<file path="src/hw/rtl/tpofd_pkg.sv">
`default_nettype none
// ----------------------------------------------------------------------------
// Three-phase optical flow decoder package
// Shared widths, codes, reset values and types of the decoder blocks.
// ----------------------------------------------------------------------------
package tpofd_pkg;

   // Widths of the sample and of the fixed-point trackers.
   localparam int LEVEL_BITS       = 16;
   localparam int FRAC_BITS        = 16;
   localparam int PHASES_PER_LITER = 6;
   localparam int FIELD_BITS       = 16;
   localparam int CSR_BITS         = 16;
   localparam int CSR_INDEX_BITS   = 2;
   localparam int WEIGHT_BITS      = 16;
   localparam int TRACK_BITS       = LEVEL_BITS + FRAC_BITS;
   localparam int DIFF_BITS        = LEVEL_BITS + 3;
   localparam int LITER_BITS       = 32;
   localparam int PHASE_BITS       = 3;
   localparam int LANES            = 3;

   // Tracker hold rules, in whole levels, and the liter count below which the fast weight applies.
   localparam int HOLD_MARGIN    = 5;
   localparam int MIN_HOLD_FLOOR = 10;
   localparam int MAX_HOLD_CEIL  = 2500;
   localparam int FAST_LITERS    = 2;

   localparam logic [PHASE_BITS-1:0] PHASE_LAST = PHASE_BITS'(PHASES_PER_LITER - 1);
   localparam logic signed [LITER_BITS-1:0] LITER_MAX = {1'b0, {(LITER_BITS-1){1'b1}}};

   // Register reset values.
   localparam logic [CSR_BITS-1:0] DARK_LIMIT_RESET   = CSR_BITS'(5);
   localparam logic [CSR_BITS-1:0] BRIGHT_LIMIT_RESET = CSR_BITS'(1500);
   localparam logic [CSR_BITS-1:0] ALPHA_SLOW_RESET   = CSR_BITS'(66);
   localparam logic [CSR_BITS-1:0] ALPHA_FAST_RESET   = CSR_BITS'(6554);

   typedef enum logic [CSR_INDEX_BITS-1:0] {
      CSR_DARK_LIMIT   = 2'd0,
      CSR_BRIGHT_LIMIT = 2'd1,
      CSR_ALPHA_SLOW   = 2'd2,
      CSR_ALPHA_FAST   = 2'd3
   } csr_index_type;

   typedef enum logic [1:0] {
      STATUS_DECODED = 2'd0,
      STATUS_DARK    = 2'd1,
      STATUS_BRIGHT  = 2'd2,
      STATUS_INIT    = 2'd3
   } status_type;

   typedef enum logic [1:0] {
      EVENT_NONE     = 2'd0,
      EVENT_FORWARD  = 2'd1,
      EVENT_BACKWARD = 2'd2
   } event_type;

   // Control from the decoder to the tracker lanes.
   typedef struct packed {
      logic                   load;
      logic                   track;
      logic [WEIGHT_BITS-1:0] weight;
   } lane_ctl_type;

   // Wheel part of one result word.
   typedef struct packed {
      status_type                    status;
      logic [PHASE_BITS-1:0]         phase_now;
      logic signed [LITER_BITS-1:0]  liter_count;
      logic                          stepped;
      event_type                     liter_event;
   } wheel_result_type;

   // One complete result word.
   typedef struct packed {
      wheel_result_type                 wheel;
      logic [LANES-1:0][FIELD_BITS-1:0] min_level;
      logic [LANES-1:0][FIELD_BITS-1:0] max_level;
   } rsp_word_type;

endpackage
`default_nettype wire

</file>
<file path="src/hw/rtl/tpofd_decode.sv">
`default_nettype none
// ----------------------------------------------------------------------------
// Wheel decoder
// Sample checks, phase stepping, liter count and control of the lanes.
// ----------------------------------------------------------------------------
module tpofd_decode
   import tpofd_pkg::*;
(
   input  wire logic                               clock,
   input  wire logic                               reset,
   input  wire logic                               csr_write,
   input  wire logic [CSR_INDEX_BITS-1:0]          csr_index,
   input  wire logic [CSR_BITS-1:0]                csr_data,
   input  wire logic                               accept,
   input  wire logic [LANES-1:0][FIELD_BITS-1:0]   levels,
   output lane_ctl_type                            ctl,
   output wheel_result_type                        result
);

   logic [CSR_BITS-1:0] dark_limit_ff, bright_limit_ff, alpha_slow_ff, alpha_fast_ff;
   logic                         init_ff, init_in;
   logic [PHASE_BITS-1:0]        phase_ff, phase_in;
   logic signed [LITER_BITS-1:0] liters_ff, liters_in;
   logic signed [LITER_BITS-1:0] liters_clamp;

   logic [FIELD_BITS-1:0]        lv [LANES];
   logic signed [DIFF_BITS-1:0]  lv_s [LANES];
   logic signed [DIFF_BITS-1:0]  diff [LANES];
   logic signed [DIFF_BITS-1:0]  sel_cur, sel_next, sel_prev;
   logic [1:0]                   idx_cur, idx_next, idx_prev;
   logic                         too_dark, too_bright, step, forward;

   // Used levels, zero-extended.
   always_comb begin
      for (int k = 0; k < LANES; k++) begin
         lv[k]   = FIELD_BITS'(levels[k][LEVEL_BITS-1:0]);
         lv_s[k] = DIFF_BITS'(levels[k][LEVEL_BITS-1:0]);
      end
   end

   // Range checks; the dark test takes precedence.
   assign too_dark   = (lv[0] < dark_limit_ff) || (lv[1] < dark_limit_ff) ||
                       (lv[2] < dark_limit_ff);
   assign too_bright = (lv[0] > bright_limit_ff) || (lv[1] > bright_limit_ff) ||
                       (lv[2] > bright_limit_ff);

   // Differential values; their sign follows the phase parity.
   always_comb begin
      diff[0] = (lv_s[0] <<< 1) - lv_s[1] - lv_s[2];
      diff[1] = (lv_s[1] <<< 1) - lv_s[0] - lv_s[2];
      diff[2] = (lv_s[2] <<< 1) - lv_s[0] - lv_s[1];
      if (!phase_ff[0]) begin
         for (int k = 0; k < LANES; k++) begin
            diff[k] = -diff[k];
         end
      end
   end

   // Rotation by phase modulo three.
   always_comb begin
      case (phase_ff)
         3'd0, 3'd3: idx_cur = 2'd0;
         3'd1, 3'd4: idx_cur = 2'd1;
         3'd2, 3'd5: idx_cur = 2'd2;
         default:    idx_cur = 2'd0;
      endcase
   end
   assign idx_next = (idx_cur == 2'd2) ? 2'd0 : idx_cur + 2'd1;
   assign idx_prev = (idx_cur == 2'd0) ? 2'd2 : idx_cur - 2'd1;
   assign sel_cur  = diff[idx_cur];
   assign sel_next = diff[idx_next];
   assign sel_prev = diff[idx_prev];

   assign step    = (sel_prev < sel_next) && (sel_prev < sel_cur);
   assign forward = sel_next > sel_cur;

   // Liters below zero restart at zero; the fast weight applies below two.
   assign liters_clamp = liters_ff[LITER_BITS-1] ? '0 : liters_ff;

   // Next wheel state and the result of this sample.
   always_comb begin
      init_in            = init_ff;
      phase_in           = phase_ff;
      liters_in          = liters_ff;
      ctl.load           = 1'b0;
      ctl.track          = 1'b0;
      ctl.weight         = (liters_ff < LITER_BITS'(FAST_LITERS)) ? alpha_fast_ff
                                                                 : alpha_slow_ff;
      result.status      = STATUS_DECODED;
      result.stepped     = 1'b0;
      result.liter_event = EVENT_NONE;
      if (too_dark) begin
         result.status = STATUS_DARK;
      end else if (too_bright) begin
         result.status = STATUS_BRIGHT;
      end else if (!init_ff) begin
         result.status = STATUS_INIT;
         init_in       = 1'b1;
         phase_in      = '0;
         liters_in     = '0;
         ctl.load      = accept;
      end else begin
         ctl.track = accept;
         liters_in = liters_clamp;
         if (step) begin
            result.stepped = 1'b1;
            if (forward) begin
               if (phase_ff == PHASE_LAST) begin
                  phase_in           = '0;
                  result.liter_event = EVENT_FORWARD;
                  if (liters_clamp != LITER_MAX) begin
                     liters_in = liters_clamp + LITER_BITS'(1);
                  end
               end else begin
                  phase_in = phase_ff + PHASE_BITS'(1);
               end
            end else begin
               if (phase_ff == '0) begin
                  phase_in           = PHASE_LAST;
                  result.liter_event = EVENT_BACKWARD;
                  liters_in          = liters_clamp - LITER_BITS'(1);
               end else begin
                  phase_in = phase_ff - PHASE_BITS'(1);
               end
            end
         end
      end
      result.phase_now   = phase_in;
      result.liter_count = liters_in;
   end

   // Configuration registers and wheel state.
   always_ff @(posedge clock) begin
      if (reset) begin
         dark_limit_ff   <= DARK_LIMIT_RESET;
         bright_limit_ff <= BRIGHT_LIMIT_RESET;
         alpha_slow_ff   <= ALPHA_SLOW_RESET;
         alpha_fast_ff   <= ALPHA_FAST_RESET;
         init_ff         <= 1'b0;
         phase_ff        <= '0;
         liters_ff       <= '0;
      end else begin
         if (csr_write) begin
            unique case (csr_index_type'(csr_index))
               CSR_DARK_LIMIT:   dark_limit_ff   <= csr_data;
               CSR_BRIGHT_LIMIT: bright_limit_ff <= csr_data;
               CSR_ALPHA_SLOW:   alpha_slow_ff   <= csr_data;
               CSR_ALPHA_FAST:   alpha_fast_ff   <= csr_data;
            endcase
         end
         if (accept) begin
            init_ff   <= init_in;
            phase_ff  <= phase_in;
            liters_ff <= liters_in;
         end
      end
   end

`ifndef SYNTHESIS
   // Before the first good sample the wheel state stays at its reset value.
   a_uninit_idle: assert property (@(posedge clock) disable iff (reset)
      !init_ff |-> (phase_ff == '0 && liters_ff == '0))
      else $error("wheel state moved before initialization");

   // The phase never leaves its range.
   a_phase_range: assert property (@(posedge clock) disable iff (reset)
      phase_ff <= PHASE_LAST)
      else $error("phase out of range");

   // A liter only completes on a step.
   a_event_step: assert property (@(posedge clock) disable iff (reset)
      (accept && result.liter_event != EVENT_NONE) |-> result.stepped)
      else $error("liter event without a phase step");
`endif

endmodule
`default_nettype wire

</file>
<file path="config.mk">
export PLATFORM = sky130hd
export DESIGN_NAME = tpofd_decode
export DESIGN_NICKNAME = d
export VERILOG_FILES = /design/src/hw/rtl/tpofd_pkg.sv /design/src/hw/rtl/tpofd_decode.sv
export SDC_FILE = /design/constraint.sdc
export NUM_CORES = 1
export LEC_CHECK = 0
export BUFFER_PORTS_ARGS = -buffer_cell sky130_fd_sc_hd__buf_2
export CAP_MARGIN = 15
export CORE_MARGIN = 2
export CORE_UTILIZATION = 50
export DETAILED_ROUTE_END_ITERATION = 8
export GPL_TIMING_DRIVEN = 0
export PLACE_DENSITY = 0.77
export SLEW_MARGIN = 20
export SYNTH_ARGS = -nofsm -noshare
export SYNTH_HDL_FRONTEND = slang
export SYNTH_SLANG_ARGS = --single-unit
</file>
<file path="constraint.sdc">
create_clock -name clock -period 19 [get_ports clock]
set_clock_uncertainty 0.1 [all_clocks]
set_input_delay 2.85 -clock clock [delete_from_list [all_inputs] [get_ports clock]]
set_output_delay 2.85 -clock clock [all_outputs]
set_load 0.01 [all_outputs]
</file>
=== Word level (Yosys, flattened, before mapping) ===
Index checks and enable logic that the tools add are counted.

* $lt $le $gt $ge: 13
* Equality and inequality tests: 9
* Multiply operators: 0
* Reductions and logical operators: 15
* Mux-type cells: 44
* Shifts and indexed selects: 0
* Add/subtract/negate cells: 15
* Bitwise operators: 5
* Divide/modulo/power cells: 0

{| class="wikitable"
|+ Operators with widths
! kind !! count
|-
| $mux W32 || 8
|-
| $bmux W19 S2 || 3
|-
| $mux W19 || 6
|-
| $mux W57 || 1
|-
| $neg A19 Y19 || 3
|-
| $sub A18 B17 Y19 || 3
|-
| $sub A17 B16 Y18 || 3
|-
| $gt A16 B16 Y1 || 3
|-
| $lt A16 B16 Y1 || 3
|-
| $lt A19 B19 Y1 || 2
|-
| $mux W3 || 11
|-
| $add A31 B1 Y32 const B || 1
|-
| $lt A32 B3 Y1 const B || 1
|-
| $sub A31 B1 Y32 const B || 1
|-
| $mux W31 || 1
|-
| $ne A31 B31 Y1 const B || 1
|-
| $gt A19 B19 Y1 || 1
|-
| $mux W2 || 9
|-
| $mux W16 || 1
|-
| $ge A3 B3 Y1 const B || 3
|-
| $not A2 Y3 || 3
|-
| $reduce_and A2 Y1 || 4
|-
| $eq A2 B2 Y1 const B || 3
|-
| $eq A3 B3 Y1 const B || 2
|-
| 16 further kinds || 24
|}

* Bits of input ports: 70
* Register bits: 100
* Output and inout port bits: 58
* Memory bits (read-only): 0
* Memories: 0
* Bits in writable memories: 0
* Latch bits: 0

=== Depth between registers and ports, before layout ===
* Depth in word-level cells: 15
* Gate-level depth with buffers: 42
* Depth with buffers taken out: 41

=== Worst setup path after synthesis ===
Ideal clock, no wire load.

* Kind: input to output
* Start point: in levels[1] (netlist name)
* End point: out result[29] (netlist name)
* Path buffers: 1
* Setup slack: 6.366 ns
* Arrival time: 9.684 ns
* Stages: 38
* Cell sequence: inv_1 ha_1 nor2b_1 o21ai_0 a21boi_0 o21ai_0 a21boi_0 o21a_1 o211ai_1 a31oi_1 xor2_1 ha_1 and2_1 a221o_1 o41a_1 a211o_1 nor2_1 nand2_1 (+2 left out) xor2_1 xnor2_1 nor2_1 o32ai_1 ha_1 a21o_1 nand2_1 nand3_1 a21oi_1 o22ai_1 a41o_1 a31o_2 a21oi_2 buf_2 nand4_1 o21ai_0 a32oi_1 o2bb2ai_1

{| class="wikitable"
|+ RTL lines
! what !! line !! RTL
|-
| start: declaration || tpofd_decode.sv:15 || <nowiki>input wire logic [LANES-1:0][FIELD_BITS-1:0] levels,</nowiki>
|-
| end: declaration || tpofd_decode.sv:17 || <nowiki>output wheel_result_type result</nowiki>
|}

==> flow_summary.toml <==
[run_status]
status = "finished clean"

[route]
vias = 19700
viasPerCell = 6.46
routed_wl_um = 66000
drt_iter0_markers = 1986
drt-wirelength-per-cell_um = 21.7
post-route-drc-count = 0
drt_pre_antenna_iters = 8
drtAntennaViolNets = 0

[critical_path]
end_kind = "output pin"
critical_path_arrival_ps = 12590
cp_common_cell = "a21oi_1"
critical_path_class = "in2out"
max_stage_delay_ps = 600
required_ps = 16050
cp_slowest_cell = "buf_1"
worstPathMaxFanout = 10
cp-start-kind = "input pin"

[global_route]
grt_pass1_vias = 18800
grt_pass1_wl_um = 102000
grt_overflow_total = 0
antenna_found_initial = 1
grt_usage = 0.357
grt_max_degree = 21

[logic_synthesis]
synth.top_cells.by_area = "ha_1, dfxtp_1, nand2_1, a21oi_1, nor2_1"
synth_area_um2 = 17400
synth_edf_count = 0
ys_ff_latch = 100
synth_ff_type = "dfxtp_1"
ys_types = 102
synthArstFlopShare = 0
syn_inst = 2445
yosysSeqAreaShare = 0.115
synth_nets = 2768
synth_top_area_share = 0.178
synth_top_cell_by_area = "ha_1"
syn_area_per_cell_um2 = 7.10
yosysWarnings = 0

[sta]
setup_viol = 0
clock.fmax_mhz = 64.3
hold_slack_ps = 357
min_period_ps = 15540
worst_pin_slew_ps = 971
fin_crit_sh = 0.818
drv_slew = 0
fin_setup_tns_ps = 0
worst_slack_ps = 3460
rsz0062_at_grt = "no"
hold_viol = 0
slew_headroom = 0.353

[placed_design]
placed_cell_area_um2 = 18600
gp_congestion = 1.03
dp_slack_ps = 3900
hpwl_um = 53600
portBuffers = 125

[power]
irDropWorstVdd_mv = 0.0702
pwr-share-seq = 0.122
p_switching_w = 0.000967
p_int_w = 0.000814
p_leak_nw = 8.20
clock_power_share = 0.120
p_comb_frac = 0.758
powerDensity_nw_per_um2 = 94.1
sw_frac_of_total = 0.543

[cts]
cts_hold_buf = 0
clk-insertion-delay-late_ps = 380
cts_root_buf = "clkbuf_16"
h-tree-depth = 3
clk_path_buf_depth = 2
path_clk_slew_ps = 80
cts.sink_count = 100
cts_tree = "built"
post_cts_buffers = 0
ctsResizeCount = 0
cts-buffers-inserted = 9

[finish]
drive_above_1_share = 0.0947
final_area_um2 = 18900
layout_commonest_cell = "nand2_1"
final_cell_mix = "nand2_1, ha_1, nor2_1"
antennaDiodeCount = 0
area_growth_pct = 8.94
fillCellCount = 3351
layout.nets = 2906

[min_path]
holdCritPathClass = "reg2reg"

[die]
coreArea_um2 = 34400
die_h_um = 190
ioPinCount = 128
die-area_um2 = 36200
die_w_um = 190
start_util = 0.505
rows = 68

[run]
cap_viol_max_count = 0
==> path summary, 6_finish.rpt <==
check,from,to,slack [ps],cells after the start
setup / recovery,levels[1],result[33],3460,40
hold / removal,alpha_fast_ff[14],alpha_fast_ff[14],360,2
setup reg to reg,phase_ff[0],liters_ff[29],11290,24
hold reg to reg,alpha_fast_ff[14],alpha_fast_ff[14],360,2
==> flip-flops by register name, summed over array words and instances (netlist names) <==
register         count
liters_ff           32
alpha_fast_ff       16
alpha_slow_ff       16
bright_limit_ff     16
dark_limit_ff       16
phase_ff             3
init_ff              1
==> metal layers <==
metal | global-route usage | share of wire
met1 | 0.479 | 0.44
met2 | 0.580 | 0.44
met3 | 0.0478 | 0.090
met4 | 0.137 | 0.037
met5 | 0 | 0.00024
==> Yosys cell counts (8+ instances only) <==
master,instances
a21o_1,67
nand2b_1,25
mux2_2,24
or4_1,15
clkbuf_1,89
dfxtp_1,100
xnor2_1,75
a31oi_1,20
nor3_1,58
o2bb2ai_1,17
buf_2,14
a211oi_1,31
nand3b_1,9
o22ai_1,37
xor2_1,42
mux2i_1,24
nand4_1,29
nor4_1,25
o21a_1,58
nor2b_1,30
or3_1,19
o211ai_1,33
nor2_1,204
nor3b_1,11
and3_1,21
o32ai_1,9
o21ai_0,144
a211o_1,17
or2_2,11
inv_1,180
a21boi_0,12
a31o_2,12
nand2_1,270
ha_1,247
o31ai_1,20
and2_1,20
a22o_1,9
o2111ai_1,8
nand3_1,74
a21oi_1,179
==> power groups by stage <==
stage	clock, W	sequential [W]	combinational, W
after floorplan	0	0.000221	0.000949
after global placement	0	0.000222	0.00127
after detailed placement	0	0.000222	0.00130
after CTS	0.000215	0.000217	0.00131
after global routing	0.000221	0.000218	0.00147
final	0.000213	0.000217	0.00135
==> kinds of logic (layout without fill, tap and decap cells) <==
| group | count (synthesis) | count (layout) | synth area share |
|---|---|---|---|
| simple gates | 857 | 857 | 0.241 |
| buf+inv | 292 | 435 | 0.0652 |
| compound gates | 772 | 772 | 0.300 |
| flops | 100 | 100 | 0.115 |
| mux | 48 | 48 | 0.0294 |
| xor+xnor | 119 | 119 | 0.0612 |
| fa+ha+maj | 257 | 257 | 0.187 |
==> critical path, delay by kind of cell <==
kind / cells / cell delay (ps)
and+or+nand+nor: 8 / 1290
buffers and inverters: 5 / 1500
xor gates and xnor gates: 1 / 130
AOI/OAI and AO/OA: 22 / 5470
adders and majority gates: 4 / 1340
==> final cells by class <==
type                            count  area [µm²]  area share
Timing Repair Buffer              127         641      0.0339
Multi-Input combinational cell   2053       14200       0.753
Clock buffer                        9         225      0.0119
Buffer                            110         449      0.0237
Clock inverter                      7         103     0.00542
Inverter                          182         683      0.0361
Sequential cell                   100        2000       0.106
Tap cell                          455         569      0.0301
==> per-stage QoR <==
| step | utilization | total power (W) | instances |
|---|---|---|---|
| final | 0.550 | 0.00178 | 3043 |
| after global routing | 0.550 | 0.00190 | 3043 |
| after floorplan | - | 0.00117 | 2445 |
| after CTS | 0.550 | 0.00174 | 3043 |
| after detailed placement | 0.541 | 0.00152 | 3027 |
| after global placement | 0.540 | 0.00149 | 3025 |
Power figures use the tool's default switching activity.
