`src/hw/rtl/tpofd_pkg.sv`:
```
`default_nettype none
// ----------------------------------------------------------------------------
// Three-phase optical flow decoder package
// Shared widths, codes, reset values and types of the decoder blocks.
// ----------------------------------------------------------------------------
package tpofd_pkg;

   // Widths of the sample and of the fixed-point trackers.
   localparam int LEVEL_BITS       = 16;
   localparam int FRAC_BITS        = 16;
   localparam int PHASES_PER_LITER = 6;
   localparam int FIELD_BITS       = 16;
   localparam int CSR_BITS         = 16;
   localparam int CSR_INDEX_BITS   = 2;
   localparam int WEIGHT_BITS      = 16;
   localparam int TRACK_BITS       = LEVEL_BITS + FRAC_BITS;
   localparam int DIFF_BITS        = LEVEL_BITS + 3;
   localparam int LITER_BITS       = 32;
   localparam int PHASE_BITS       = 3;
   localparam int LANES            = 3;

   // Tracker hold rules, in whole levels, and the liter count below which the fast weight applies.
   localparam int HOLD_MARGIN    = 5;
   localparam int MIN_HOLD_FLOOR = 10;
   localparam int MAX_HOLD_CEIL  = 2500;
   localparam int FAST_LITERS    = 2;

   localparam logic [PHASE_BITS-1:0] PHASE_LAST = PHASE_BITS'(PHASES_PER_LITER - 1);
   localparam logic signed [LITER_BITS-1:0] LITER_MAX = {1'b0, {(LITER_BITS-1){1'b1}}};

   // Register reset values.
   localparam logic [CSR_BITS-1:0] DARK_LIMIT_RESET   = CSR_BITS'(5);
   localparam logic [CSR_BITS-1:0] BRIGHT_LIMIT_RESET = CSR_BITS'(1500);
   localparam logic [CSR_BITS-1:0] ALPHA_SLOW_RESET   = CSR_BITS'(66);
   localparam logic [CSR_BITS-1:0] ALPHA_FAST_RESET   = CSR_BITS'(6554);

   typedef enum logic [CSR_INDEX_BITS-1:0] {
      CSR_DARK_LIMIT   = 2'd0,
      CSR_BRIGHT_LIMIT = 2'd1,
      CSR_ALPHA_SLOW   = 2'd2,
      CSR_ALPHA_FAST   = 2'd3
   } csr_index_type;

   typedef enum logic [1:0] {
      STATUS_DECODED = 2'd0,
      STATUS_DARK    = 2'd1,
      STATUS_BRIGHT  = 2'd2,
      STATUS_INIT    = 2'd3
   } status_type;

   typedef enum logic [1:0] {
      EVENT_NONE     = 2'd0,
      EVENT_FORWARD  = 2'd1,
      EVENT_BACKWARD = 2'd2
   } event_type;

   // Control from the decoder to the tracker lanes.
   typedef struct packed {
      logic                   load;
      logic                   track;
      logic [WEIGHT_BITS-1:0] weight;
   } lane_ctl_type;

   // Wheel part of one result word.
   typedef struct packed {
      status_type                    status;
      logic [PHASE_BITS-1:0]         phase_now;
      logic signed [LITER_BITS-1:0]  liter_count;
      logic                          stepped;
      event_type                     liter_event;
   } wheel_result_type;

   // One complete result word.
   typedef struct packed {
      wheel_result_type                 wheel;
      logic [LANES-1:0][FIELD_BITS-1:0] min_level;
      logic [LANES-1:0][FIELD_BITS-1:0] max_level;
   } rsp_word_type;

endpackage
`default_nettype wire

```
`src/hw/rtl/tpofd_obuf.sv`:
```
`default_nettype none
// ----------------------------------------------------------------------------
// Result buffer
// Output register with one skid word, so a stalled result does not block input until the skid word is full.
// ----------------------------------------------------------------------------
module tpofd_obuf
   import tpofd_pkg::*;
(
   input  wire logic         clock,
   input  wire logic         reset,
   input  wire logic         in_valid,
   output logic              in_stall,
   input  wire rsp_word_type in_word,
   output logic              out_valid,
   input  wire logic         out_stall,
   output rsp_word_type      out_word
);

   logic         main_valid_ff, main_valid_in;
   logic         skid_valid_ff, skid_valid_in;
   rsp_word_type main_word_ff, main_word_in;
   rsp_word_type skid_word_ff, skid_word_in;
   logic         push, pop;

   assign in_stall  = skid_valid_ff;
   assign out_valid = main_valid_ff;
   assign out_word  = main_word_ff;

   assign push = in_valid && !skid_valid_ff;
   assign pop  = main_valid_ff && !out_stall;

   // Word movement between input, skid and output register.
   always_comb begin
      main_valid_in = main_valid_ff;
      skid_valid_in = skid_valid_ff;
      main_word_in  = main_word_ff;
      skid_word_in  = skid_word_ff;
      if (skid_valid_ff) begin
         if (pop) begin
            main_word_in  = skid_word_ff;
            skid_valid_in = 1'b0;
         end
      end else if (push) begin
         if (main_valid_ff && !pop) begin
            skid_word_in  = in_word;
            skid_valid_in = 1'b1;
         end else begin
            main_word_in  = in_word;
            main_valid_in = 1'b1;
         end
      end else if (pop) begin
         main_valid_in = 1'b0;
      end
   end

   always_ff @(posedge clock) begin
      if (reset) begin
         main_valid_ff <= 1'b0;
         skid_valid_ff <= 1'b0;
      end else begin
         main_valid_ff <= main_valid_in;
         skid_valid_ff <= skid_valid_in;
      end
   end

   always_ff @(posedge clock) begin
      main_word_ff <= main_word_in;
      skid_word_ff <= skid_word_in;
   end

`ifndef SYNTHESIS
   // The skid word only exists behind a full output register.
   a_skid_behind_main: assert property (@(posedge clock) disable iff (reset)
      skid_valid_ff |-> main_valid_ff)
      else $error("skid word without output word");

   // A taken output word is replaced by the skid word at once.
   a_skid_moves: assert property (@(posedge clock) disable iff (reset)
      (skid_valid_ff && !out_stall) |=> (main_valid_ff && !skid_valid_ff))
      else $error("skid word did not advance");
`endif

endmodule
`default_nettype wire

```
`config.mk`:
```
export PLATFORM = sky130hd
export DESIGN_NAME = tpofd_obuf
export DESIGN_NICKNAME = d
export VERILOG_FILES = /design/src/hw/rtl/tpofd_pkg.sv /design/src/hw/rtl/tpofd_obuf.sv
export SDC_FILE = /design/constraint.sdc
export NUM_CORES = 1
export LEC_CHECK = 0
export BUFFER_PORTS_ARGS = -buffer_cell sky130_fd_sc_hd__buf_2
export CAP_MARGIN = 25
export CORE_MARGIN = 2
export CORE_UTILIZATION = 30
export CTS_BUF_LIST = sky130_fd_sc_hd__clkbuf_16
export CTS_CLUSTER_SIZE = 25
export DETAILED_ROUTE_END_ITERATION = 16
export PLACE_DENSITY = 0.62
export SLEW_MARGIN = 20
export SYNTH_ARGS = -nofsm -noshare
export SYNTH_HDL_FRONTEND = slang
export SYNTH_SLANG_ARGS = --single-unit
```
`constraint.sdc`:
```
create_clock -name clock -period 12.6 [get_ports clock]
set_clock_uncertainty 0.05 [all_clocks]
set_input_delay 0.63 -clock clock [delete_from_list [all_inputs] [get_ports clock]]
set_output_delay 0.63 -clock clock [all_outputs]
set_load 0.02 [all_outputs]
```
Word-level counts from Yosys, hierarchy flattened
Cells that the tools add are included.
- output and inout port bits: 138
- bits of input ports: 140
- logic and storage cells: 50
- register bits after elaboration: 274
- mux-type cells: 11
- equality and inequality tests: 3
- bitwise operators: 1
- reductions and logical operators: 11
- operators with widths (cell ; number):
    $mux 136 ; 4
    $reduce_and 3->1 ; 3
    $mux 1 ; 7
    $ne 2x2->1 const B ; 2
    $reduce_bool 2->1 ; 2
    $logic_and 1x1->1 ; 3
    $logic_not 1->1 ; 3
    $ne 2x1->1 const B ; 1
    $not 1->1 ; 1

Longest topological paths before layout
Gate-level depths: netlist (run 1).
- depth in word-level cells: 7
- mapped depth: 5
- mapped depth without buffers: 2

Worst setup path before layout (run 1)
Ideal clock, no wire load.
- path type: register -> register
- start: register skid_valid_ff (netlist: in_stall)
- end: register main_word_ff (netlist bit out_word[0]), enable pin
- stages on the path, launching flop included: 6
- period minus slack after synthesis: 11649 ps
- data required time: 11710 ps
- buffers on the path: 3
- setup slack: 951 ps
- arrival: 10759 ps
- cell sequence: dfxtp_1 buf_6 buf_12 buf_6 nand2_1 a21boi_0
- cells in the longest elaborated chain, start to end: 4
- ends and longest elaborated chain (what ; line ; RTL):
    from (decl) ; tpofd_obuf.sv:20 ; logic skid_valid_ff, skid_valid_in;
    from (signal assigned) ; tpofd_obuf.sv:62 ; skid_valid_ff <= skid_valid_in;
    $logic_not 1->1 ; tpofd_obuf.sv:29 ; assign push = in_valid && !skid_valid_ff;
    $logic_and 1x1->1 ; tpofd_obuf.sv:29 ;
    $reduce_bool 2->1 (no line) ; -- ;
    $reduce_and 3->1 (no line) * ; -- ;
    to (signal assigned) ; tpofd_obuf.sv:67 ; main_word_ff <= main_word_in;
    to (decl) ; tpofd_obuf.sv:21 ; rsp_word_type main_word_ff, main_word_in;
Every way passes the cells marked *; elsewhere a longest branch is shown, timed or not.
A chain may end at the register's enable or synchronous reset.

Worst setup path after layout (run 1)
- start: register skid_valid_ff (netlist: in_stall)
- end: register skid_word_ff[56] (netlist name), enable pin
- cells in the longest elaborated chain, start to end: 3
- ends and longest elaborated chain (what ; line ; RTL):
    $logic_not 1->1 ; tpofd_obuf.sv:29 ;
    $logic_and 1x1->1 ; tpofd_obuf.sv:29 ;
    $reduce_and 3->1 (no line) * ; -- ;
    to (signal assigned) ; tpofd_obuf.sv:68 ; skid_word_ff <= skid_word_in;
    to (decl) ; tpofd_obuf.sv:22 ; rsp_word_type skid_word_ff, skid_word_in;
Marks and branches as above.

==> results of run 1 <==
worst paths after layout:
path                                                    to  slack [ns]  cells past startpoint
worst min-delay path                out_valid$_SDFFE_PP0P_        0.22                      2
worst max register to register  skid_word_ff[56]$_DFFE_PP_        9.47                      4
worst max-delay path            skid_word_ff[56]$_DFFE_PP_        9.47                      4
worst min register to register     out_word[135]$_DFFE_PP_        0.49                      1
cells in the final DEF (no fill, tap or decap):
cell type / instances
buf_2: 277
mux2_4: 97
edfxtp_1: 272
nand2b_1: 1
dfxtp_1: 1
clkinv_4: 1
buf_4: 6
diode_2: 2
nor2_4: 1
clkinvlp_4: 1
clkbuf_16: 31
inv_6: 1
o21ai_0: 1
dfxtp_4: 1
nor3_1: 1
clkinv_1: 2
nor2b_1: 1
mux2_2: 39
nand2_1: 2
buf_16: 1
a21oi_1: 2
inv_1: 4
a21boi_4: 1
clkinv_2: 8
bufinv_16: 7
power by group:
part | switching, µW | internal, µW
Combinational | 116 | 88.1
Sequential | 15.3 | 1060
Clock | 350 | 588
Total | 481 | 1740
state kept, by name, indices dropped and copies added, names as in the netlist:
name,flops
out_valid,1
out_word,136
skid_word_ff,136
in_stall,1
cell type report:
class,instances,area [µm²]
clock inverter,24,298
sequential,274,8210
antenna,2,5.00
timing repair buffer,284,1460
fill,3113,20400
clock buffer,31,776
tap,448,561
multi-input combinational,146,1970
metal layers:
| layer | track usage | part of all wire | vias to the layer above |
|---|---|---|---|
| li1 | - | - | 2347 |
| met1 | 0.135 | 0.42 | 2549 |
| met2 | 0.182 | 0.49 | 190 |
| met3 | 0.0319 | 0.069 | 37 |
| met4 | 0.0373 | 0.030 | 0 |
| met5 | 0 | 0 | - |
per-stage QoR:
| stage | cells | setup slack [ns] | cell area, µm² | total power [µW] | hold WS (ns) |
|---|---|---|---|---|---|
| 4_1_cts | 1206 | 9.43 | 13200 | 2250 | 0.183 |
| 5_1_grt | 1209 | 9.25 | 13300 | 2300 | 0.188 |
| 2_1_floorplan | 436 | 0.951 | 10300 | 1240 | 0.473 |
| 3_3_place_gp | 1151 | 9.48 | 12200 | 1300 | 0.461 |
| 3_5_place_dp | 1151 | 9.45 | 12200 | 1300 | 0.481 |
| 6_report | 1209 | 9.47 | 13300 | 2220 | 0.218 |
logic make-up (layout without fill, tap and decap cells):
family / Yosys count / in the layout / synth area share
other: 0 / 2 / 0
AOI/OAI and AO/OA: 4 / 4 / 0.00218
buffers and inverters: 16 / 339 / 0.0159
and+or+nand+nor: 6 / 6 / 0.00279
muxes: 136 / 136 / 0.184
DFF: 274 / 274 / 0.795
==> results.sh, run 1 <==
export IMPL_status="completed"
export IMPL_end_kind="flop"
export IMPL_crit_type="flop to flop"
export IMPL_yosys_area_top_type="edfxtp_1"
export IMPL_viasPerCell=4.24
export IMPL_min_period_over_period=0.249
export IMPL_synthCells=436
export IMPL_yosysSeqAreaShare=0.795
export IMPL_slew_limit_headroom=0.328
export IMPL_critPathLaunchType="flop"
export IMPL_ctsLongestPathBuffers=3
export IMPL_cts_resized=0
export IMPL_vias=5123
export IMPL_post_route_util=0.394
export IMPL_vdd_drop_max_mv=0.103
export IMPL_dr_pass1_iters=4
export IMPL_synth_top_area_share=0.792
export IMPL_slew_violations=0
export IMPL_port_buffers=277
export IMPL_critPathBufInv=2
export IMPL_cts_made_buffers=30
export IMPL_fp_dieH_um=189
export IMPL_synthTopCellsByCount="272 x edfxtp_1, 97 x mux2_4, 39 x mux2_2"
export IMPL_synth_seq_cells=274
export IMPL_path_common_cell="buf_4"
export IMPL_core_region_area_um2=33700
export IMPL_clock_sinks=274
export IMPL_first_global_vias=5285
export IMPL_dp_hpwl_mm=13.4
export IMPL_ios=278
export IMPL_power_density_nw_per_um2=167
export IMPL_final_nets=876
export IMPL_timing_setup_tns_ns=0
export IMPL_groute_usage_overall=0.109
export IMPL_gp_congestion=0.724
export IMPL_maxCapViolations=0
export IMPL_synth_area_um2=10300
export IMPL_syn_nets=576
export IMPL_rows=67
export IMPL_synth_most_common_cell="edfxtp_1"
export IMPL_async_flop_share=0
export IMPL_ys_flop_type="edfxtp_1"
export IMPL_cpPeakStageDelay_ns=0.90
export IMPL_hp_start="reset"
export IMPL_synth_edf_count=272
export IMPL_crit_family="buffers and inverters"
export IMPL_required_ns=12.71
export IMPL_insertion_delay_ns=0.54
export IMPL_worst_slew_pin_slew_ns=1.01
export IMPL_fmax_mhz=319
export IMPL_initial_core_util=0.306
export IMPL_cts_clk_slew_worst_paths_ns=0.06
export IMPL_cp_arrival_ns=3.24
export IMPL_syn_area_per_cell_um2=23.7
export IMPL_cts_hold_fix_buffers=0
export IMPL_hold_class="input pin to flop"
export IMPL_fin_crit_ns=3.13
export IMPL_grt_pass1_wl_mm=30.3
export IMPL_routed_wl_mm=20.6
export IMPL_drcViolationCount=0
export IMPL_timing_rr_start="in_stall$_SDFF_PP0_"
export IMPL_root_buffer="clkbuf_16"
export IMPL_grt_max_degree=75
export IMPL_rsz0062_at_grt="no"
export IMPL_setup_viol=0
export IMPL_post_cts_buffers=0
export IMPL_path_max_fanout=74
export IMPL_die_x_um=189
export IMPL_ys_types=15
export IMPL_cp_cell_sequence="nand2b_1, nor2_4, buf_4, buf_4"
export IMPL_ys_top_cells_by_area="edfxtp_1 79%, mux2_4 14%, mux2_2 4.3%"
export IMPL_ys_warn_count=0
export IMPL_antenna_found_initial=2
export IMPL_antenna_left=0
export IMPL_routedWlPerCell_um=17.0
export IMPL_p_leak_uw=0.00509
export IMPL_syn_to_final_growth_pct=28.7
export IMPL_hold_viol=0
export IMPL_die_area_um2=35900
export IMPL_grt_ovfl_total=0
export IMPL_worst_path_max_delay_cell="buf_4"
export IMPL_drive_above_1_share=0.622
export IMPL_tritoncts="built"
export IMPL_critPathLaunch="in_stall$_SDFF_PP0_"
export IMPL_drtIter0Drc=217
export IMPL_ctsHtreeMaxLevel=1
Power figures use the tool's default switching activity.
==> run 2: changes to the inputs <==
- clock period: 12.6 -> 3.06 ns (I/O delays scaled with it)
==> run 2 against run 1 <==
  * Hold slack improved by 0.037 ns
  * Non-clock buffer count is 139 higher
  * Total power rose to 4.0 times the previous value
  * Wire length up 4.8%
  * Via count increased by 8.6%
  * Sequential share of layout area is 5.7 points lower
  * Design area grew 10%
  * Largest power group unchanged
  * Highest routed layer is now met5
==> results.sh, run 2 (synthesis results as in run 1) <==
export IMPL_dp_hpwl_mm=13.3
export IMPL_ctsHtreeMaxLevel=1
export IMPL_combPwrFrac=0.111
export IMPL_grt_met2_usage=0.183
export IMPL_critPathBufInv=2
export IMPL_root_buffer="clkbuf_16"
export IMPL_path_max_fanout=54
export IMPL_tritoncts="built"
export IMPL_grt_ovfl_total=0
export IMPL_intPower_uw=6930
export IMPL_setup_viol=0
export IMPL_status="completed"
export IMPL_clkPwrFrac=0.393
export IMPL_critPathLaunchType="flop"
export IMPL_rsz0062_at_grt="no"
export IMPL_end_kind="flop"
export IMPL_slew_violations=0
export IMPL_routedWlPerCell_um=16.0
export IMPL_power_switching_uw=2030
export IMPL_fmax_mhz=453
export IMPL_register_area_um2=8210
export IMPL_required_ns=3.50
export IMPL_postPlaceCellArea_um2=12300
export IMPL_grt_max_degree=84
export IMPL_antenna_found_initial=1
export IMPL_die_area_um2=35900
export IMPL_drive_above_1_share=0.522
export IMPL_die_x_um=189
export IMPL_dpl_cell_count=1151
export IMPL_crit_family="buffers and inverters"
export IMPL_fp_dieH_um=189
export IMPL_drcViolationCount=0
export IMPL_viasPerCell=4.14
export IMPL_cp_arrival_ns=2.65
export IMPL_p_leak_uw=0.00565
export IMPL_cts_clk_slew_worst_paths_ns=0.06
export IMPL_clock_sinks=274
export IMPL_rows=67
export IMPL_final_common_cell="buf_2"
export IMPL_dr_pass1_iters=4
export IMPL_drtIter0Drc=174
export IMPL_final_nets=1014
export IMPL_min_period_over_period=0.722
export IMPL_hold_viol=0
export IMPL_vias=5562
export IMPL_worst_slew_pin_slew_ns=0.735
export IMPL_ctsLongestPathBuffers=3
export IMPL_routed_wl_mm=21.5
export IMPL_final_cell_mix="277 x buf_2, 272 x edfxtp_1, 140 x dlygate4sd3_1, 97 x mux2_4, 39 x mux2_2"
export IMPL_maxCapViolations=0
export IMPL_grt_pass1_wl_mm=32.8
export IMPL_multi_input_area_um2=1980
export IMPL_hold_class="input pin to flop"
export IMPL_diodes=0
export IMPL_core_region_area_um2=33700
export IMPL_ios=278
export IMPL_fill_cells=2982
export IMPL_crit_type="flop to flop"
export IMPL_switching_share=0.226
export IMPL_power_density_nw_per_um2=613
export IMPL_port_buffers=277
export IMPL_groute_usage_overall=0.116
export IMPL_syn_to_final_growth_pct=41.7
export IMPL_post_cts_buffers=0
export IMPL_worst_path_max_delay_cell="dfxtp_4"
export IMPL_antenna_left=0
export IMPL_pwr_share_seq=0.496
export IMPL_fin_cells=1345
export IMPL_grt_util_met1=0.152
export IMPL_cp_cell_sequence="buf_12, o21ai_0, a21oi_1, dlygate4sd3_1"
export IMPL_cpPeakStageDelay_ns=0.82
export IMPL_finalInstanceArea_um2=14600
export IMPL_grt_busiest_layer="met2"
export IMPL_slew_limit_headroom=0.510
export IMPL_grt_use_met3=0.0365
export IMPL_initial_core_util=0.306
export IMPL_vdd_drop_max_mv=0.425
export IMPL_insertion_delay_ns=0.55
export IMPL_gp_congestion=0.710
export IMPL_first_global_vias=5882
export IMPL_timing_setup_tns_ns=0
export IMPL_cts_made_buffers=29
export IMPL_fin_crit_ns=2.21
-- run 2: changes by cell type in the layout (fill, tap and decap cells not counted), sizes merged, moves of 2 or more --
cell and delta:
dlygate4sd3 +140, inv +4, diode -2, clkbuf -2
bufinv -3
-- run 2: power groups by stage --
| stage | Combinational [µW] | Clock [µW] | Sequential (µW) |
|---|---|---|---|
| finish | 993 | 3520 | 4450 |
| global route | 1060 | 3790 | 4460 |
| CTS | 1010 | 3660 | 4450 |
| detailed placement | 867 | 0 | 4520 |
| global placement | 854 | 0 | 4520 |
| floorplan | 337 | 0 | 4720 |
-- run 2: path summary, 6_finish.rpt --
check / slack [ns] / cells past startpoint / to / startpoint
max: 0.85 / 4 / out_valid$_SDFFE_PP0P_ / in_stall$_SDFF_PP0_
min: 0.26 / 4 / skid_word_ff[63]$_DFFE_PP_ / in_valid
max reg2reg: 0.85 / 4 / out_valid$_SDFFE_PP0P_ / in_stall$_SDFF_PP0_
min reg2reg: 0.49 / 1 / out_word[66]$_DFFE_PP_ / skid_word_ff[66]$_DFFE_PP_
-- run 2: layout make-up --
type | instances | share of cell area
clock inverters | 25 | 0.0162
flip-flops and latches | 274 | 0.562
clock buffers | 29 | 0.0496
multi-input cells | 146 | 0.135
well taps | 448 | 0.0383
repair buffers | 423 | 0.199
-- run 2: stage by stage --
stage	utilization	power, µW	setup slack, ns	hold WS [ns]
2_1_floorplan	-	5060	-0.592	0.172
3_3_place_gp	0.364	5370	1.02	0.290
4_1_cts	0.434	9110	0.761	0.244
3_5_place_dp	0.364	5390	0.988	0.296
5_1_grt	0.434	9310	0.690	0.252
6_report	0.434	8960	0.852	0.255
-- run 2: layer usage --
metal | up-vias | part of all wire
li1 | 2622 | -
met1 | 2698 | 0.44
met2 | 197 | 0.45
met3 | 43 | 0.076
met4 | 2 | 0.031
met5 | - | 0.00051
-- run 2: what timing repair did --
item | CTS | global route
hold buffers | 140 | 0
hold endpoints to repair | 274 | 0
resized for setup | 0 | 0
endpoints found under the setup margin | 0 | 0
-- run 2: tightest hold or removal path: stages --
cell and delay [ns]:
buf_2 0.13, nand2b_4 0.10, nor2_4 0.06, buf_12 0.18
